File: src/hdl/sdil_pkg.sv
`timescale 1ns / 1ps
// ----------------------------------------------------------------------------
// sdil_pkg: shared types and codes of the sorted descending insert list
// Entry layout, opcodes and the fixed field widths used by the cells and top.
// ----------------------------------------------------------------------------
package sdil_pkg;

  localparam int KEY_W    = 32;
  localparam int HANDLE_W = 16;
  localparam int INDEX_W  = 6;
  localparam int COUNT_W  = 7;

  // Number of positions that read_index can address
  localparam int INDEX_SPAN = 2 ** INDEX_W;

  localparam logic OP_INSERT = 1'b0;
  localparam logic OP_READ   = 1'b1;

  typedef struct packed {
    logic [KEY_W-1:0]    key;
    logic [HANDLE_W-1:0] handle;
  } entry_t;

  // Per-cell control from the top level
  typedef struct packed {
    logic ins;        // an insert is applied this cycle
    logic valid;      // this cell holds a stored entry
    logic prev_take;  // the left neighbor takes a new value this insert
  } cell_ctl_t;

endpackage

File: src/hdl/sdil_cell.sv
`timescale 1ns / 1ps
// ----------------------------------------------------------------------------
// sdil_cell: one position of the sorted list
// Compares the incoming key with its own, and on an insert keeps its entry,
// takes the new entry, or takes its left neighbor's entry (shift right).
// ----------------------------------------------------------------------------
module sdil_cell (
  input  logic               clk,
  input  sdil_pkg::cell_ctl_t ctl,
  input  sdil_pkg::entry_t   new_entry,
  input  sdil_pkg::entry_t   prev_entry,
  output logic               take,
  output sdil_pkg::entry_t   entry
);

  sdil_pkg::entry_t entry_q;

  // Empty cells always take; stored cells take when the new key is strictly larger
  assign take  = !ctl.valid || (new_entry.key > entry_q.key);
  assign entry = entry_q;

  always_ff @(posedge clk) begin
    if (ctl.ins && take) begin
      entry_q <= ctl.prev_take ? prev_entry : new_entry;
    end
  end

endmodule

File: config.mk
export PLATFORM = sky130hd
export DESIGN_NAME = sdil_cell
export DESIGN_NICKNAME = d
export VERILOG_FILES = /design/src/hdl/sdil_pkg.sv /design/src/hdl/sdil_cell.sv
export SDC_FILE = /design/constraint.sdc
export NUM_CORES = 1
export LEC_CHECK = 0
export BUFFER_PORTS_ARGS = -buffer_cell sky130_fd_sc_hd__buf_2
export CAP_MARGIN = 10
export CORE_ASPECT_RATIO = 1.4
export CORE_MARGIN = 2
export CORE_UTILIZATION = 43
export CTS_BUF_LIST = sky130_fd_sc_hd__clkbuf_4
export DETAILED_ROUTE_END_ITERATION = 6
export PLACE_DENSITY = 0.8
export SLEW_MARGIN = 5
export SYNTH_ARGS = -nofsm -noshare
export SYNTH_HDL_FRONTEND = slang
export SYNTH_SLANG_ARGS = --single-unit
File: constraint.sdc
create_clock -name clk -period 3.8 [get_ports clk]
set_clock_uncertainty 0.05 [all_clocks]
set_input_delay 0 -clock clk [delete_from_list [all_inputs] [get_ports clk]]
set_output_delay 0 -clock clk [all_outputs]
set_load 0.01 [all_outputs]
### Yosys cells after proc, flatten, opt, wreduce, memory -nomap -nowiden

Cells that the tools add are included.

* register bits: 48
* input bits: 100
* output and inout port bits: 49
* word-level logic and storage cells: 7

* $lt $le $gt $ge: 1
* muxes and demuxes: 1
* reduce and logical (&&, ||, !) cells: 3

Operators by type and width (count)
* 48-bit 2-to-1 mux: 1
* 32-bit > comparator: 1
* 1-bit logical AND: 1
* 1-bit logical NOT: 1
* 1-bit logical OR: 1

### Longest topological paths before layout

Gate-level depths: netlist of the first run.

* depth after elaboration: 3
* gate-level depth with buffers: 7
* mapped depth without buffers: 7

### Least setup slack after synthesis of the first run

OpenSTA, ideal clock, no wires.

* kind: register -> register
* from: register entry_q, in the netlist entry[30]
* to: register entry_q, in the netlist entry[0] (enable)
* arrival time: 3.477 ns
* data required time: 3.301 ns
* path slack: -0.176 ns
* cell stages (with the launch flop): 8
* path buffers: 0
* period minus slack after synthesis: 3.976 ns
* path through: edfxtp_1 inv_1 ha_1 nand4_2 nor4_2 a21boi_2 o41ai_2 a211oi_2

* longest elaborated chain between the ends: 3

Ends and longest elaborated chain
* from (decl): RTL line sdil_cell.sv:16 `sdil_pkg::entry_t entry_q;`
* from (signal assigned): RTL line sdil_cell.sv:24 `entry_q <= ctl.prev_take ? prev_entry : new_entry;`
* 32-bit > comparator: RTL line sdil_cell.sv:19 `assign take = !ctl.valid || (new_entry.key > entry_q.key);`
* 1-bit logical OR: RTL line sdil_cell.sv:19
* 1-bit logical AND: RTL line sdil_cell.sv:23 `if (ctl.ins && take) begin`

No other way between the ends.
A chain may end at the register's enable or synchronous reset.

### Worst setup path in the final report of the first run

* from: register entry_q, in the netlist entry[30]
* to: register entry_q, in the netlist entry[5] (enable)

The elaborated chain is that of the path after synthesis.

==> reports/qor.yml, run 1 <==
status: "complete, no violations"
io_pins: 149
yosysUniqueCellTypes: 28
numPlacedInstances: 434
drt_iter0_drc: 53
gp_congestion: 0.765
instances_no_fill: 537
slew_viol_final: 0
p_leak_nw: 2.24
rr_worst_depth: 8
synthCells: 215
grt_first_pass_wirelength_mm: 12.7
coreArea_sq_mm: 0.00653
avgRoutedWirePerCell_um: 15.6
setup_violations: 0
end_kind: "flip-flop"
finalCriticalPeriod_ps: 2580
ant_nets: 0
r2r_setup_slack_ps: 1220
arrival_ps: 2560
min_path_type: "input pin to flip-flop"
portBuffers: 148
vdd_drop_max_uv: 268
rr_endpoint: "entry[5]$_DFFE_PP_"
die_y_um: 101
setup-tns-final_ps: 0
drive_above_1_share_pct: 46.4
nFillCells: 424
crit_chain: "inv_1 -> ha_1 -> nand4_2 -> nor4_2 -> a21boi_2 -> o41ai_2 -> a211oi_4 -> buf_4"
initial_utilization_pct: 44.2
path_max_fanout: 28
grt_usage_pct: 22.6
cp-start-kind: "flip-flop"
rsz0062_at_grt: "false"
htree_levels: 2
grt_pass1_vias: 2922
grt_max_degree: 50
maxSlewHeadroom_pct: 27.4
post-cts-setup-buffer-count: 0
crit_type: "flip-flop to flip-flop"
antennaDiodeCount: 0
drt_pass1_iterations: 4
cts_root_buf: "clkbuf_4"
overflow: 0
cap_violations: 0
numCtsBuffers: 5
avgSynthCellArea_sq_um: 13.4
route.detailed.drc: 0
cts_tree: "yes"
antenna_found_initial: 0
dp_hpwl_mm: 5.34
syn_area_sq_mm: 0.00288
worstSkewPairLatency_ps: 350
ys_warn_count: 0
area_growth_pct: 65.6
cts_sinks: 48
fmax_ghz: 0.388
cts_buffer_depth: 2
fin_crit_sh_pct: 67.9
ys_ff_latch: 48
vias: 2682
cp-endpoint: "entry[5]$_DFFE_PP_"
path_clk_slew_ps: 140
p_per_area_mw_per_mm2: 294
cpPeakStageDelay_ps: 390
ys_seq_area_share_pct: 50.0
largest_reg_flops: 48
rows: 35
power.total_w: 0.00140
hold_viol_final: 0
cp.required_ps: 3780
via_per_inst: 4.99
r2r_start: "entry[30]$_DFFE_PP_"
drt_wl_total_mm: 8.36
die_area_sq_mm: 0.00739
worstSetupStartpoint: "entry[30]$_DFFE_PP_"
syn_nets: 347
nets: 595
die_w_um: 73.2
worst_slew_pin_slew_ps: 1090
cp_slowest_cell: "edfxtp_1"
==> area by class of cell <==
| class | instances | area (sq um) | share of cell area, % |
|---|---|---|---|
| tap | 74 | 92.6 | 1.94 |
| clock inverter | 2 | 60.1 | 1.26 |
| timing repair buffer | 246 | 1720 | 35.9 |
| inverter | 33 | 124 | 2.59 |
| sequential | 48 | 1440 | 30.2 |
| clock buffer | 5 | 37.5 | 0.786 |
| multi-input combinational | 129 | 1310 | 27.3 |
==> Yosys cell counts (all sizes together) <==
library cell  number  area share, %
nor4               3            1.4
a21o               4            1.0
nand4              6            2.3
buf                4           0.61
a21boi             1           0.39
nand2              4           0.52
clkbuf             1           0.13
o21ai              4           0.69
ha                32             14
inv               33            4.3
o41ai              1           0.56
edfxtp            48             50
a21oi             11            1.9
and4               2           0.69
nor2               1           0.13
a22o               1           0.35
mux2              47             18
a211oi             3           0.95
o211ai             1           0.26
nand3              5           0.87
a2111oi            1           0.30
nor2b              2           0.43
==> per-layer routing <==
layer  global-route usage, %  wire, um  vias up  share of wire (%)
met5                       0         0        -                  0
met1                    22.1      2940     1248                 35
met3                    3.90       416       34                5.0
met2                    42.9      4600      104                 55
met4                    12.8       408        0                4.9
li1                        -         -     1296                  -
==> logic make-up after synthesis <==
family	Yosys count	share of synthesized area, %
compound gates	27	6.46
fa+ha+maj	32	13.9
buf+inv	38	5.03
flops	48	50.0
mux	47	18.4
simple gates	23	6.29
==> worst max-delay path, delay by kind of cell (launching register included) <==
family                     cells  cell delay, ps
AOI/OAI and AO/OA              3             600
adders and majority gates      1             320
buffers and inverters          2             430
DFF                            1             390
and+or+nand+nor                2             460
==> worst min-delay path by stage <==
stage / slack [ps] / from / cells past startpoint / to
floorplan: 140 / prev_entry[16] / 2 / entry[16]$_DFFE_PP_
global placement: 230 / prev_entry[16] / 3 / entry[16]$_DFFE_PP_
detailed placement: 240 / prev_entry[16] / 3 / entry[16]$_DFFE_PP_
CTS: 220 / ctl[2] / 4 / entry[28]$_DFFE_PP_
global route: 260 / ctl[2] / 4 / entry[31]$_DFFE_PP_
finish: 240 / ctl[2] / 4 / entry[28]$_DFFE_PP_
==> through the flow <==
step | cell area, sq um | setup slack [ps] | utilization (%) | hold slack (ps)
2_1_floorplan | 2890 | 537 | - | 141
3_3_place_gp | 3720 | 1320 | 57.0 | 232
3_5_place_dp | 3720 | 1230 | 57.0 | 236
4_1_cts | 4780 | 1210 | 73.2 | 222
5_1_grt | 4780 | 1020 | 73.2 | 256
6_report | 4780 | 1220 | 73.2 | 237
==> where the power goes <==
part | switching (W) | total (W) | leakage (nW) | internal, W
logic | 0.000169 | 0.000391 | 1.73 | 0.000223
registers | 0.0000159 | 0.000651 | 0.458 | 0.000635
clock network | 0.000161 | 0.000362 | 0.0513 | 0.000202
total | 0.000345 | 0.00140 | 2.24 | 0.00106
==> what timing repair did <==
item | 4_1_cts | 5_1_grt
hold buffers | 96 | 0
resized for setup | 0 | 0
endpoints found under the hold margin | 48 | 0
==> placed cells by master (no fill, tap or decap), drive strengths merged <==
cell type,n
a22o,1
a2111oi,1
a21boi,1
o21ai,4
nand2,4
dlygate4sd3,96
edfxtp,48
ha,32
clkbuf,5
nand4,6
a21oi,11
mux2,47
o211ai,1
o41ai,1
nor2b,2
nor2,1
a21o,4
and4,2
nand3,5
inv,33
a211oi,3
nor4,3
buf,150
bufinv,2
(Power assumes the default switching activity.)
==> inputs of run 2 (changes only) <==
- clock period: 3.8 -> 2.1 ns (I/O delays scaled with it)
==> run 2 against run 1 <==
  * The flow now finishes with violations (negative setup slack)
  * Power up 85%
  * First-iteration DRC count is 25% higher
  * Global-route usage increased by 1.2 points
  * Cell area is 9.8% higher
  * Clock power rose by 48%
  * Fmax increased by 3.7%
  * Critical path depth did not move
  * Wire length increased by 10%
==> reports/qor.yml, run 2 (same netlist as run 1, synthesis figures left out) <==
grt.busiest_layer: "met2"
ant_nets: 0
vias: 2778
hold_viol_final: 0
pwr-share-clk_pct: 20.6
fin_crit_sh_pct: 119
swShare_pct: 26.4
end_kind: "flip-flop"
grt_usage_pct: 23.8
drt_wl_total_mm: 9.23
switching_power_w: 0.000683
power.total_w: 0.00259
setup_slack_ps: -389
hold_depth: 5
antennaDiodeCount: 0
overflow: 0
path_clk_slew_ps: 150
layout_common_cells: "buf_2, dlygate4sd3_1, edfxtp_1, mux2_2, inv_1"
portBuffers: 148
hp-start: "ctl[2]"
die_w_um: 73.2
nets: 617
dp_hpwl_mm: 5.47
r2r_start: "entry[38]$_DFFE_PP_"
worstSetupStartpoint: "entry[38]$_DFFE_PP_"
internal_power_w: 0.00191
grt_use_met3_pct: 4.30
cap_violations: 0
cp.required_ps: 2140
worst_slew_pin_slew_ps: 492
avgRoutedWirePerCell_um: 16.5
worstSkewPairLatency_ps: 360
finalCriticalPeriod_ps: 2490
io_pins: 149
numCtsBuffers: 5
grt_pass1_vias: 3005
route.detailed.drc: 0
antenna_found_initial: 0
p_comb_share_pct: 33.9
use_met1_pct: 24.3
coreArea_sq_mm: 0.00653
min_path_type: "input pin to flip-flop"
slew_viol_final: 0
via_per_inst: 4.96
rows: 35
setup_violations: 49
cts_tree: "yes"
final_common_cell: "buf_2"
grt_first_pass_wirelength_mm: 13.5
largest_reg_flops: 48
cts_sinks: 48
grt_max_degree: 33
gr-usage-met2_pct: 46.1
rsz0062_at_grt: "true"
p_leak_nw: 2.38
drive_above_1_share_pct: 52.3
gp_congestion: 0.833
maxSlewHeadroom_pct: 67.2
fin_util_pct: 80.4
initial_utilization_pct: 44.2
die_area_sq_mm: 0.00739
arrival_ps: 2530
path_max_fanout: 5
cp-start-kind: "flip-flop"
drt_iter0_drc: 66
crit_type: "flip-flop to flip-flop"
drt_pass1_iterations: 4
cts_buffer_depth: 2
status: "complete, but fails checks"
vdd_drop_max_uv: 398
cts_root_buf: "clkbuf_4"
die_y_um: 101
p_seq_share_pct: 45.5
rr_worst_depth: 8
htree_levels: 2
violations: "negative setup slack"
fmax_ghz: 0.402
area_growth_pct: 81.8
p_per_area_mw_per_mm2: 494
## run 2: routing by layer
layer  wire length, um  share of wire (%)  vias up
li1                  -                  -     1342
met5                 0                  0        -
met2              5190                 56      116
met4               322                3.5        0
met3               485                5.3       24
met1              3240                 35     1296
## run 2: area by class of cell
type,instances,area [sq um]
multi-input combinational,129,1510
sequential,48,1440
timing repair buffer,268,2000
clock inverter,3,37.5
clock buffer,5,37.5
tap,74,92.6
fill,381,1280
inverter,33,124
## run 2: metrics by stage
stage          instances  cell area, sq um  hold WS [ps]  setup TNS, ps  setup slack (ps)
2_1_floorplan        215              2940           141         -53000             -1100
3_3_place_gp         445              3880           239         -12210              -271
3_5_place_dp         445              3880           244         -16780              -369
4_1_cts              554              5000           241         -13530              -291
5_1_grt              560              5240           251         -22360              -492
6_report             560              5240           247         -17300              -389
## run 2: worst max-delay path: stages, from the launching register on
cell	delay, ps
edfxtp_1	410
inv_1	90
ha_4	270
nand4_1	230
nor4_4	350
o41ai_4	160
a211oi_4	310
buf_6	190
clkbuf_16	150
## run 2: power groups by stage
stage / logic (W) / registers [W] / clock network, W
after floorplan: 0.000266 / 0.00124 / 0
after global placement: 0.000564 / 0.00120 / 0
after detailed placement: 0.000582 / 0.00120 / 0
after CTS: 0.000781 / 0.00118 / 0.000553
after global routing: 0.000955 / 0.00119 / 0.000582
final: 0.000880 / 0.00118 / 0.000534
## run 2: worst paths after layout
| path | to | slack (ps) |
|---|---|---|
| setup / recovery | entry[9]$_DFFE_PP_ | -390 |
| hold / removal | entry[33]$_DFFE_PP_ | 250 |
| setup reg to reg | entry[9]$_DFFE_PP_ | -390 |
| hold reg to reg | entry[36]$_DFFE_PP_ | 1380 |
## run 2: timing repair
| item | 4_1_cts | 5_1_grt |
|---|---|---|
| pin swaps | 2 | 8 |
| gates cloned | 1 | 5 |
| hold buffers | 96 | 0 |
| endpoints found under the hold margin | 48 | 0 |
| setup buffers | 4 | 2 |
| gates resized for setup | 4 | 24 |
| endpoints found under the setup margin | 49 | 49 |
